File: config.mk
export PLATFORM = sky130hd
export DESIGN_NAME = ultrasonic_range_median_top
export DESIGN_NICKNAME = d
export VERILOG_FILES = /design/src/sv/urm_pkg.sv /design/src/sv/urm_cell.sv /design/src/sv/urm_divider.sv /design/src/sv/ultrasonic_range_median_top.sv
export VERILOG_INCLUDE_DIRS = /design/src /design/src/sv
export SDC_FILE = /design/constraint.sdc
export NUM_CORES = 1
export LEC_CHECK = 0
export BUFFER_PORTS_ARGS = -buffer_cell sky130_fd_sc_hd__buf_2
export CORE_MARGIN = 4
export CORE_UTILIZATION = 35
export DETAILED_ROUTE_END_ITERATION = 10
export GPL_TIMING_DRIVEN = 0
export RECOVER_POWER = 100
export SLEW_MARGIN = 30
export SYNTH_ARGS = -nofsm -noshare
export SYNTH_HDL_FRONTEND = slang
export SYNTH_SLANG_ARGS = --single-unit
File: constraint.sdc
create_clock -name clk -period 9.35 [get_ports clk]
set_input_delay 0.4675 -clock clk [delete_from_list [all_inputs] [get_ports clk]]
set_output_delay 0.4675 -clock clk [all_outputs]
set_load 0.005 [all_outputs]
File: src/sv/assert_macros.svh
// Assertion macros shared by the ultrasonic ranging RTL.
// Depends on a clock named clk and a reset named rst in the using module.
`ifndef ASSERT_MACROS_SVH
`define ASSERT_MACROS_SVH

// Implication checked in the same cycle.
`define ASSERT_SAME(label, ante, cons, msg) \
  label: assert property (@(posedge clk) disable iff (rst) (ante) |-> (cons)) \
    else $error(msg);

// Implication checked in the next cycle.
`define ASSERT_NEXT(label, ante, cons, msg) \
  label: assert property (@(posedge clk) disable iff (rst) (ante) |=> (cons)) \
    else $error(msg);

`endif

File: src/sv/urm_pkg.sv
// Package for the ultrasonic ranging block: word types, widths and constants.
// No dependencies.
package urm_pkg;

  localparam int SAMPLES_DEF = 5;
  localparam int TICK_W      = 16;
  localparam int CM_W        = 15;
  localparam int PROD_W      = 36;
  localparam int DIVR_W      = 22;
  localparam int QUOT_W      = 15;

  localparam logic [TICK_W-1:0] PERIOD_RESET = 16'd62500;
  localparam logic [19:0]       MULT_C       = 20'd1000000;
  localparam logic [5:0]        DIV_C        = 6'd58;

  typedef struct packed {
    logic start_req;
    logic echo_level;
  } tick_word_t;

  typedef struct packed {
    logic            trigger_pulse;
    logic            distance_valid;
    logic [CM_W-1:0] distance_cm;
    logic            median_valid;
    logic [CM_W-1:0] median_cm;
    logic            busy_res;
  } res_word_t;

endpackage

File: src/sv/urm_cell.sv
// One cell of the insertion-sort chain that keeps the pulse distances in order.
// Depends on urm_pkg.
module urm_cell (
  input  logic                    clk,
  input  logic                    ins_en,
  input  logic [urm_pkg::CM_W-1:0] din,
  input  logic [urm_pkg::CM_W-1:0] left_val,
  input  logic                    left_gt,
  input  logic                    filled,
  input  logic                    slot,
  output logic [urm_pkg::CM_W-1:0] val,
  output logic                    gt
);
  import urm_pkg::*;

  assign gt = filled && (val > din);

  always_ff @(posedge clk) begin
    if (ins_en && (gt || slot)) begin
      val <= left_gt ? left_val : din;
    end
  end

endmodule

File: src/sv/urm_divider.sv
// Converts a pulse tick count to centimetres: ticks * 1000000 / (period * 58).
// A registered multiply, then a restoring divider that makes one quotient bit a cycle.
// Depends on urm_pkg.
module urm_divider (
  input  logic                      clk,
  input  logic                      rst,
  input  logic                      start,
  input  logic [urm_pkg::TICK_W-1:0] ticks,
  input  logic [urm_pkg::DIVR_W-1:0] divisor,
  output logic                      done,
  output logic [urm_pkg::QUOT_W-1:0] quot
);
  import urm_pkg::*;

  localparam int QCNT_W = $clog2(QUOT_W);
  localparam logic [1:0] S_IDLE = 2'd0;
  localparam logic [1:0] S_LOAD = 2'd1;
  localparam logic [1:0] S_DIV  = 2'd2;

  logic [1:0]        state;
  logic [QCNT_W-1:0] cnt;
  logic [PROD_W-1:0] prod;
  logic [DIVR_W-1:0] rem;
  logic [QUOT_W-1:0] low;
  logic [DIVR_W:0]   trial;
  logic              take;

  assign trial = {rem, low[QUOT_W-1]};
  assign take  = trial >= {1'b0, divisor};
  assign quot  = low;

  always_ff @(posedge clk) begin
    if (rst) begin
      state <= S_IDLE;
      cnt   <= '0;
      done  <= 1'b0;
    end else begin
      done <= 1'b0;
      unique case (state)
        S_IDLE: begin
          if (start) begin
            state <= S_LOAD;
          end
        end
        S_LOAD: begin
          state <= S_DIV;
          cnt   <= '0;
        end
        S_DIV: begin
          cnt <= cnt + QCNT_W'(1);
          if (cnt == QCNT_W'(QUOT_W - 1)) begin
            state <= S_IDLE;
            done  <= 1'b1;
          end
        end
        default: begin
          state <= S_IDLE;
        end
      endcase
    end
  end

  always_ff @(posedge clk) begin
    if (state == S_IDLE && start) begin
      prod <= PROD_W'(ticks) * PROD_W'(MULT_C);
    end
    if (state == S_LOAD) begin
      rem <= DIVR_W'(prod[PROD_W-1:QUOT_W]);
      low <= prod[QUOT_W-1:0];
    end else if (state == S_DIV) begin
      rem <= take ? DIVR_W'(trial - {1'b0, divisor}) : DIVR_W'(trial);
      low <= {low[QUOT_W-2:0], take};
    end
  end

endmodule

File: src/sv/ultrasonic_range_median_top.sv
// Top level of the ultrasonic echo ranging block with a median filter.
// Depends on urm_pkg, urm_cell, urm_divider and assert_macros.svh.
//
// Usage:
//   Each word on the tick channel (tick_valid, tick_stall, tick_word) is one timer tick
//   with the start request and the sampled echo level. Each accepted tick gives exactly
//   one word on the result channel (res_valid, res_stall, res_word).
//   A tick that does not end a pulse gives its result in the cycle after acceptance, and a
//   new tick is taken every cycle while the result side keeps up.
//   A tick that ends a pulse starts the conversion: the accepting edge does the multiply,
//   then come a load step, one divider step per quotient bit, a step to capture the
//   quotient, one to insert the distance into the sorted cell chain and one to read the
//   median. tick_stall stays high until its result word is taken.
//   While res_valid and res_stall are both high the result word holds and no further tick is taken.
//   cfg_write_en writes the period from cfg_write_data (zero is taken as 1); write it only when idle.
//   Reset (rst, synchronous) returns to idle, clears the series and sets the period
//   to 62500. The distance cells need no clearing.
`include "assert_macros.svh"

module ultrasonic_range_median_top #(
  parameter int SAMPLES_PER_CAPTURE = urm_pkg::SAMPLES_DEF
) (
  input  logic                       clk,
  input  logic                       rst,
  input  logic                       tick_valid,
  output logic                       tick_stall,
  input  urm_pkg::tick_word_t        tick_word,
  output logic                       res_valid,
  input  logic                       res_stall,
  output urm_pkg::res_word_t         res_word,
  input  logic                       cfg_write_en,
  input  logic [urm_pkg::TICK_W-1:0] cfg_write_data
);
  import urm_pkg::*;

  localparam int FILL_W = $clog2(SAMPLES_PER_CAPTURE + 1);
  localparam int MID    = SAMPLES_PER_CAPTURE / 2;

  localparam logic [1:0] PH_IDLE = 2'd0;
  localparam logic [1:0] PH_WAIT = 2'd1;
  localparam logic [1:0] PH_HIGH = 2'd2;

  localparam logic [1:0] CALC_IDLE = 2'd0;
  localparam logic [1:0] CALC_DIV  = 2'd1;
  localparam logic [1:0] CALC_INS  = 2'd2;
  localparam logic [1:0] CALC_OUT  = 2'd3;

  logic [TICK_W-1:0] period;
  logic [DIVR_W-1:0] divisor;
  logic [TICK_W-1:0] cfg_eff;

  logic [1:0]        phase;
  logic [1:0]        phase_next;
  logic [TICK_W-1:0] pulse_ticks;
  logic [TICK_W-1:0] pulse_ticks_next;
  logic [TICK_W-1:0] ticks_end;
  logic [TICK_W-1:0] ticks_inc;
  logic [FILL_W-1:0] fill_count;
  logic              finish;
  logic              trig;
  logic              mval;
  logic              fill_clr;
  logic              last_pulse;

  logic [1:0]        calc;
  logic              pend_trig;
  logic              pend_mval;
  logic              pend_busy;
  logic [CM_W-1:0]   pulse_cm;

  logic              accept;
  logic              slot_free;
  logic              out_from_calc;

  logic              div_done;
  logic [QUOT_W-1:0] div_quot;

  logic [CM_W-1:0]   cell_val [SAMPLES_PER_CAPTURE];
  logic              cell_gt  [SAMPLES_PER_CAPTURE];
  logic              ins_en;

  assign slot_free     = !res_valid || !res_stall;
  assign tick_stall    = (calc != CALC_IDLE) || !slot_free;
  assign accept        = tick_valid && !tick_stall;
  assign out_from_calc = (calc == CALC_OUT) && slot_free;
  assign ins_en        = (calc == CALC_INS);
  assign cfg_eff       = (cfg_write_data == '0) ? TICK_W'(1) : cfg_write_data;
  assign last_pulse    = ({1'b0, fill_count} + (FILL_W+1)'(1))
                         == (FILL_W+1)'(SAMPLES_PER_CAPTURE);
  assign ticks_inc     = (pulse_ticks < period) ? pulse_ticks + TICK_W'(1) : pulse_ticks;

  always_comb begin
    phase_next       = phase;
    pulse_ticks_next = pulse_ticks;
    ticks_end        = pulse_ticks;
    finish           = 1'b0;
    trig             = 1'b0;
    mval             = 1'b0;
    fill_clr         = 1'b0;
    unique case (phase)
      PH_WAIT: begin
        if (tick_word.echo_level) begin
          pulse_ticks_next = TICK_W'(1);
          if (period <= TICK_W'(1)) begin
            finish = 1'b1;
          end else begin
            phase_next = PH_HIGH;
          end
        end else begin
          pulse_ticks_next = '0;
        end
      end
      PH_HIGH: begin
        if (tick_word.echo_level) begin
          pulse_ticks_next = ticks_inc;
          if (ticks_inc >= period) begin
            finish = 1'b1;
          end
        end else begin
          finish = 1'b1;
        end
      end
      default: begin
        phase_next = PH_IDLE;
        if (tick_word.start_req) begin
          trig             = 1'b1;
          fill_clr         = 1'b1;
          pulse_ticks_next = '0;
          phase_next       = PH_WAIT;
        end
      end
    endcase
    if (finish) begin
      ticks_end        = pulse_ticks_next;
      pulse_ticks_next = '0;
      if (last_pulse) begin
        mval       = 1'b1;
        phase_next = PH_IDLE;
      end else begin
        trig       = 1'b1;
        phase_next = PH_WAIT;
      end
    end
  end

  always_ff @(posedge clk) begin
    if (rst) begin
      period  <= PERIOD_RESET;
      divisor <= DIVR_W'(PERIOD_RESET) * DIVR_W'(DIV_C);
    end else if (cfg_write_en) begin
      period  <= cfg_eff;
      divisor <= DIVR_W'(cfg_eff) * DIVR_W'(DIV_C);
    end
  end

  always_ff @(posedge clk) begin
    if (rst) begin
      phase       <= PH_IDLE;
      pulse_ticks <= '0;
      fill_count  <= '0;
      calc        <= CALC_IDLE;
      res_valid   <= 1'b0;
    end else begin
      if (accept) begin
        phase       <= phase_next;
        pulse_ticks <= pulse_ticks_next;
        if (fill_clr) begin
          fill_count <= '0;
        end
        if (finish) begin
          calc <= CALC_DIV;
        end
      end
      unique case (calc)
        CALC_DIV: begin
          if (div_done) begin
            calc <= CALC_INS;
          end
        end
        CALC_INS: begin
          fill_count <= fill_count + FILL_W'(1);
          calc       <= CALC_OUT;
        end
        CALC_OUT: begin
          if (slot_free) begin
            calc <= CALC_IDLE;
          end
        end
        default: begin
        end
      endcase
      if ((accept && !finish) || out_from_calc) begin
        res_valid <= 1'b1;
      end else if (!res_stall) begin
        res_valid <= 1'b0;
      end
    end
  end

  always_ff @(posedge clk) begin
    if (accept && finish) begin
      pend_trig <= trig;
      pend_mval <= mval;
      pend_busy <= (phase_next != PH_IDLE);
    end
    if (calc == CALC_DIV && div_done) begin
      pulse_cm <= div_quot;
    end
    if (accept && !finish) begin
      res_word.trigger_pulse  <= trig;
      res_word.distance_valid <= 1'b0;
      res_word.distance_cm    <= '0;
      res_word.median_valid   <= 1'b0;
      res_word.median_cm      <= '0;
      res_word.busy_res       <= (phase_next != PH_IDLE);
    end else if (out_from_calc) begin
      res_word.trigger_pulse  <= pend_trig;
      res_word.distance_valid <= 1'b1;
      res_word.distance_cm    <= pulse_cm;
      res_word.median_valid   <= pend_mval;
      res_word.median_cm      <= pend_mval ? cell_val[MID] : '0;
      res_word.busy_res       <= pend_busy;
    end
  end

  urm_divider u_div (
    .clk     (clk),
    .rst     (rst),
    .start   (accept && finish),
    .ticks   (ticks_end),
    .divisor (divisor),
    .done    (div_done),
    .quot    (div_quot)
  );

  for (genvar i = 0; i < SAMPLES_PER_CAPTURE; i++) begin : g_cell
    logic [CM_W-1:0] left_val;
    logic            left_gt;
    if (i == 0) begin : g_first
      assign left_val = '0;
      assign left_gt  = 1'b0;
    end else begin : g_rest
      assign left_val = cell_val[i-1];
      assign left_gt  = cell_gt[i-1];
    end
    urm_cell u_cell (
      .clk      (clk),
      .ins_en   (ins_en),
      .din      (pulse_cm),
      .left_val (left_val),
      .left_gt  (left_gt),
      .filled   (FILL_W'(i) < fill_count),
      .slot     (FILL_W'(i) == fill_count),
      .val      (cell_val[i]),
      .gt       (cell_gt[i])
    );
  end

  `ASSERT_SAME(a_done_in_div, div_done, calc == CALC_DIV, "divider done outside wait")
  `ASSERT_SAME(a_fill_bound, 1'b1, fill_count <= FILL_W'(SAMPLES_PER_CAPTURE),
               "fill count beyond series length")
  `ASSERT_SAME(a_median_full, out_from_calc && pend_mval,
               fill_count == FILL_W'(SAMPLES_PER_CAPTURE), "median before series full")
  `ASSERT_SAME(a_high_below, phase == PH_HIGH, pulse_ticks < period,
               "pulse count reached period while high")
  `ASSERT_NEXT(a_ins_to_out, calc == CALC_INS, calc == CALC_OUT, "insert not followed by output")

endmodule

==> results of run 1 <==
## power breakdown
| group | switching, W | internal [W] | leakage, nW | total, W |
|---|---|---|---|---|
| Combinational | 0.000414 | 0.000277 | 7.16 | 0.000690 |
| Sequential | 0.0000159 | 0.00110 | 1.98 | 0.00111 |
| Clock | 0.000418 | 0.000568 | 0.398 | 0.000986 |
## layer usage
| layer | share of wire, % | global-route usage [%] |
|---|---|---|
| met5 | 0 | 0 |
| met4 | 2.1 | 4.09 |
| met3 | 3.7 | 1.32 |
| met2 | 49 | 29.0 |
| met1 | 46 | 22.5 |
## worst max-delay path: cells and delay by family, from the launching register on
| kind | cells | cell delay (ns) |
|---|---|---|
| XOR/XNOR | 2 | 0.28 |
| flip-flops | 1 | 0.33 |
| AND/OR/NAND/NOR | 2 | 0.64 |
| adder cells (fa/ha/maj) | 9 | 3.53 |
| AO/OA/AOI/OAI | 15 | 2.72 |
| buffers and inverters | 7 | 0.83 |
| multiplexers | 1 | 0.38 |
## cell families after synthesis
kind of cell             synth area share, %
AND/OR/NAND/NOR                         11.8
XOR/XNOR                                3.02
AO/OA/AOI/OAI                           16.5
flip-flops                              32.0
adder cells (fa/ha/maj)                 26.4
multiplexers                            3.81
buffers and inverters                   6.57
## cell usage in the layout, fill, tap and decap left out, types with 33 or more instances in the layout
cell type	count
mux2_2	42
inv_1	243
o21ai_0	60
a21o_1	43
buf_2	44
nand2_1	152
a21oi_1	105
fa_1	79
nand3_1	33
xnor2_1	45
clkbuf_1	82
nor2_1	101
edfxtp_1	131
ha_1	252
dfxtp_1	95
## worst max path at each step
stage | startpoint | slack, ns | cells after the start | endpoint
finish | period[13] | 0.36 | 36 | u_div.prod[34]
global placement | pulse_ticks[9] | -1.74 | 35 | u_div.prod[35]
floorplan | pulse_ticks[9] | 0.07 | 37 | u_div.prod[35]
global route | period[13] | -0.0006 | 38 | u_div.prod[35]
detailed placement | pulse_ticks[9] | -1.60 | 37 | u_div.prod[35]
CTS | period[9] | 0.001 | 40 | u_div.prod[35]
## sequential cells by signal (all words and copies together) (netlist names)
name and cells:
calc 2, pend_busy 1, u_div.prod 30, pend_mval 1, pend_trig 1, u_div.rem 22
res_word 34, g_cell.u_cell.val 45, res_valid 1, phase 2, divisor 19, pulse_ticks 16
fill_count 3, period 16, u_div.state 2, u_div.quot 15, pulse_cm 15, u_div.done 1
u_div.cnt 4
## cell type report
class	count	area (um^2)
Multi-Input combinational cell	1360	11900
Inverter	249	935
Timing Repair Buffer	94	543
Buffer	65	282
Fill cell	5067	31200
Sequential cell	230	5920
Clock inverter	8	75.1
Tap cell	688	861
Clock buffer	39	733
## metrics by stage
| stage | util [%] | worst slack, ns | setup TNS [ns] | total power (W) |
|---|---|---|---|---|
| floorplan | - | 0.0747 | 0 | 0.00167 |
| finish | 40.4 | 0.362 | 0 | 0.00279 |
| CTS | 40.0 | 0.00137 | 0 | 0.00283 |
| global placement | 37.5 | -1.74 | -17.69 | 0.00182 |
| global route | 40.4 | -0.000591 | -0.000591 | 0.00295 |
| detailed placement | 37.6 | -1.60 | -14.05 | 0.00184 |
## what timing repair did
| item | in CTS | in global routing |
|---|---|---|
| pin swaps | 10 | 30 |
| endpoints found under the setup margin | 17 | 12 |
| setup buffers | 18 | 18 |
| gates resized for setup | 49 | 45 |
==> flow_summary.json, run 1 <==
{
  "area_growth_syn_to_layout_pct": 14.6,
  "grt_pass1_vias": 14400,
  "synth_commonest_cells": "ha_1, inv_1, nand2_1",
  "avgSynthCellArea_um2": 9.71,
  "synth-seq-area-share_pct": 32.0,
  "r2r_cells": 36,
  "cts_root_buffer": "clkbuf_16",
  "slew_headroom_pct": -8.97,
  "grt_max_degree": 31,
  "ir_drop_uv": 139,
  "synth_edf_count": 131,
  "async_flop_share_pct": 0,
  "violations": "capacitance limit, slew limit",
  "drc_errors": 0,
  "yosysTopAreaCellShare_pct": 21.3,
  "clk_pin_slew_ns": 0.06,
  "drive_gt1_share_pct": 12.2,
  "regToRegStartpoint": "period[13]",
  "ios": 59,
  "cap_violations": 1,
  "finalClockSkew_ns": 0.00987,
  "start_util_pct": 35.3,
  "r2r-end": "u_div.prod[34]",
  "cts_sinks": 230,
  "vias": 14300,
  "rows": 84,
  "period_share_pct": 96.1,
  "clockBufferDepth": 3,
  "die_y_um": 238,
  "fmax_mhz": 111,
  "first_pass_iters": 5,
  "yosysMostFrequentCell": "ha_1",
  "core_area_um2": 52400,
  "die_x_um": 238,
  "hold_buffers": 0,
  "synth_cell_types": 93,
  "io_buffer_count": 56,
  "crit_type": "flop to flop",
  "cts_tree": "built",
  "maxSlewViolCount": 28,
  "place_inst": 2651,
  "grt_antenna_before_repair": 0,
  "dp_hpwl_mm": 38.5,
  "fin_cells": 2733,
  "wire_per_inst_um": 17.6,
  "grt_overflow": 0,
  "track_usage_pct": 16.6,
  "grt_first_pass_wirelength_mm": 77.3,
  "fin_nets": 2392,
  "critPathMaxStageDelay_ns": 0.54,
  "crit_path_end_kind": "flop",
  "cts_inserted_buffers": 26,
  "synth_largest_area_cell": "edfxtp_1",
  "required_ns": 9.64,
  "critPathMaxFanout": 10,
  "power.density_nw_per_um2": 131,
  "routed_wl_mm": 48.2,
  "clk_latency_ns": 0.55,
  "crit_top_cell": "a21o_1",
  "synth_area_um2": 18500,
  "whs_endpoint": "period[9]",
  "stdcell_area_um2": 21200,
  "r2r_setup_slack_ns": 0.36,
  "hold_viol_final": 0,
  "hold_path_class": "input port to flop",
  "hold_path_depth": 3,
  "status": "complete, but fails checks",
  "drt_iter0_drc": 1052,
  "placedInstanceArea_um2": 19700,
  "ant_nets": 0,
  "cts-htree-levels": 1,
  "startpoint_type": "flop",
  "setup_viol": 0,
  "finalWorstPathRequiredPeriod_ns": 8.99,
  "die-area_um2": 56600,
  "worstMarginPinSlew_ns": 1.63,
  "syn_nets": 2271,
  "postSynthCellCount": 1905,
  "gp_congestion": 0.883,
  "n_antenna_cell": 0,
  "slowest_stage": "fa_1",
  "viasPerCell": 5.23,
  "yosysWarnings": 0,
  "holdCritStartpoint": "cfg_write_data[9]",
  "ys_seq_elements": 230,
  "synth.area.top_cells": "edfxtp_1, ha_1, dfxtp_1",
  "synthFlopType": "edfxtp_1",
  "power.leakage_nw": 9.54,
  "worst_ep_arrival_time_ns": 9.28,
  "worst_hold_slack_ns": 0.189
}
Note: power is estimated with default switching activity, not from simulation.
==> run 2: changes to the inputs <==
==> constraint.sdc (replaced) <==
create_clock -name clk -period 10.3 [get_ports clk]
set_input_delay 0.515 -clock clk [delete_from_list [all_inputs] [get_ports clk]]
set_output_delay 0.515 -clock clk [all_outputs]
set_load 0.005 [all_outputs]
==> run 2 against run 1 <==
Net effect: sequential power fell by 9%; sequential cell count did not move; first-iteration DRC count fell by 16%; routed wire length fell by 0.52%; the flow still finishes with violations (capacitance limit, slew limit); clock-buffer cell count fell by 8; clock power barely moved; via count rose by 0.28%; worst hold slack improved by 0.056 ns; largest power group is now clock; clock skew rose by 0.0038 ns; non-clock buffer count fell by 20; total power fell by 4.6%; final cell count fell by 0.70%.
==> flow_summary.json, run 2 (same netlist as run 1, synthesis figures left out) <==
{
  "r2r-end": "u_div.prod[35]",
  "multiInputGateArea_um2": 11500,
  "stdcell_area_um2": 20800,
  "area_growth_syn_to_layout_pct": 12.5,
  "place_inst": 2653,
  "rows": 84,
  "track_usage_pct": 16.4,
  "fin_nets": 2372,
  "status": "complete, but fails checks",
  "fin_cells": 2714,
  "finalClockSkew_ns": 0.0137,
  "start_util_pct": 35.3,
  "ios": 59,
  "cap_violations": 1,
  "grt_first_pass_wirelength_mm": 76.2,
  "dp_hpwl_mm": 38.7,
  "crit_path_end_kind": "flop",
  "setup_viol": 0,
  "whs_endpoint": "period[9]",
  "hold_buffers": 0,
  "die_y_um": 238,
  "ant_nets": 0,
  "layout_common_cells": "ha_1, inv_1, nand2_1",
  "fmax_mhz": 101,
  "cts-htree-levels": 1,
  "layout_commonest_cell": "ha_1",
  "period_share_pct": 96.2,
  "die-area_um2": 56600,
  "io_buffer_count": 56,
  "critPathMaxFanout": 10,
  "fill_cells": 5011,
  "startpoint_type": "flop",
  "hold_path_class": "input port to flop",
  "grt_max_degree": 31,
  "drc_errors": 0,
  "clk_latency_ns": 0.55,
  "critPathMaxStageDelay_ns": 0.55,
  "ir_drop_uv": 115,
  "grt_antenna_before_repair": 0,
  "grt_overflow": 0,
  "worstMarginPinSlew_ns": 1.59,
  "vias": 14300,
  "largest-register": "g_cell.u_cell.val",
  "core_area_um2": 52400,
  "r2r_cells": 40,
  "routed_wl_mm": 47.9,
  "fin_ws_ns": 0.391,
  "cts_sinks": 230,
  "clockBufferDepth": 3,
  "final_util_pct": 39.7,
  "power_w": 0.00266,
  "maxSlewViolCount": 28,
  "required_ns": 10.57,
  "grt_pass1_vias": 14200,
  "viasPerCell": 5.29,
  "power.leakage_nw": 9.50,
  "wire_per_inst_um": 17.7,
  "crit_type": "flop to flop",
  "placedInstanceArea_um2": 19700,
  "violations": "capacitance limit, slew limit",
  "largest_register_ffs": 45,
  "worst_ep_arrival_time_ns": 10.18,
  "clk_pin_slew_ns": 0.06,
  "preCtsSetupSlack_ns": -0.763,
  "gp_congestion": 0.891,
  "drt_iter0_drc": 888,
  "finalWorstPathRequiredPeriod_ns": 9.91,
  "crit_top_cell": "inv_1",
  "cts_tree": "built",
  "r2r_setup_slack_ns": 0.39,
  "hold_viol_final": 0,
  "n_antenna_cell": 0,
  "slew_headroom_pct": -5.82,
  "regToRegStartpoint": "period[9]",
  "slowest_stage": "fa_1",
  "largestRegisters": "g_cell.u_cell.val: 45 flops, res_word: 34 flops, u_div.prod: 30 flops",
  "seq_area_um2": 5920,
  "power.density_nw_per_um2": 128,
  "cts_inserted_buffers": 26,
  "cts_root_buffer": "clkbuf_16",
  "drive_gt1_share_pct": 10.1,
  "hold_path_depth": 3,
  "first_pass_iters": 5,
  "die_x_um": 238,
  "holdCritStartpoint": "cfg_write_data[9]"
}
-- run 2: repair_timing --
action | 4_1_cts | 5_1_grt
setup buffers | 1 | 12
gates resized for setup | 13 | 16
setup endpoints to repair | 10 | 4
gates cloned | 0 | 0
pin swaps | 1 | 5
-- run 2: power by group --
group          switching, W  internal (W)
Combinational      0.000381      0.000250
Sequential        0.0000144      0.000994
Clock              0.000398      0.000622
Total              0.000794       0.00187
-- run 2: how the worst max path moves through the flow --
stage / from / endpoint / slack, ns / cells after the start
2_1_floorplan: pulse_ticks[9] / u_div.prod[35] / 0.87 / 35
3_5_place_dp: pulse_ticks[9] / u_div.prod[35] / -0.76 / 36
6_report: period[9] / u_div.prod[35] / 0.39 / 40
4_1_cts: pulse_ticks[9] / u_div.prod[35] / 0.07 / 39
3_3_place_gp: pulse_ticks[9] / u_div.prod[35] / -1.28 / 33
5_1_grt: period[9] / u_div.prod[35] / -0.01 / 41
-- run 2: area by class of cell --
cell class | count | area share, %
Sequential cell | 230 | 28.4
Inverter | 249 | 4.49
Tap cell | 688 | 4.14
Timing Repair Buffer | 73 | 1.78
Clock inverter | 17 | 1.06
Clock buffer | 31 | 3.57
Buffer | 66 | 1.27
Multi-Input combinational cell | 1360 | 55.3
-- run 2: worst max-delay path, delay by kind of cell, from the launching register on --
kind | cells | cell delay, ns
AO/OA/AOI/OAI | 15 | 3.18
adder cells (fa/ha/maj) | 9 | 3.60
XOR/XNOR | 2 | 0.24
AND/OR/NAND/NOR | 4 | 0.76
flip-flops | 1 | 0.37
multiplexers | 1 | 0.43
buffers and inverters | 9 | 1.02
-- run 2: routing by layer --
layer	up-vias	routed length (um)	GRT usage [%]
li1	6979	-	-
met1	6966	21100	21.3
met2	317	23400	29.2
met3	82	1960	1.62
met4	0	1430	4.41
met5	-	0	0
-- run 2: per-stage QoR --
| step | hold WS (ns) | TNS, ns |
|---|---|---|
| global route | 0.268 | -0.0140 |
| global placement | 0.430 | -10.16 |
| floorplan | 0.418 | 0 |
| finish | 0.244 | 0 |
| detailed placement | 0.430 | -2.53 |
| CTS | 0.224 | 0 |
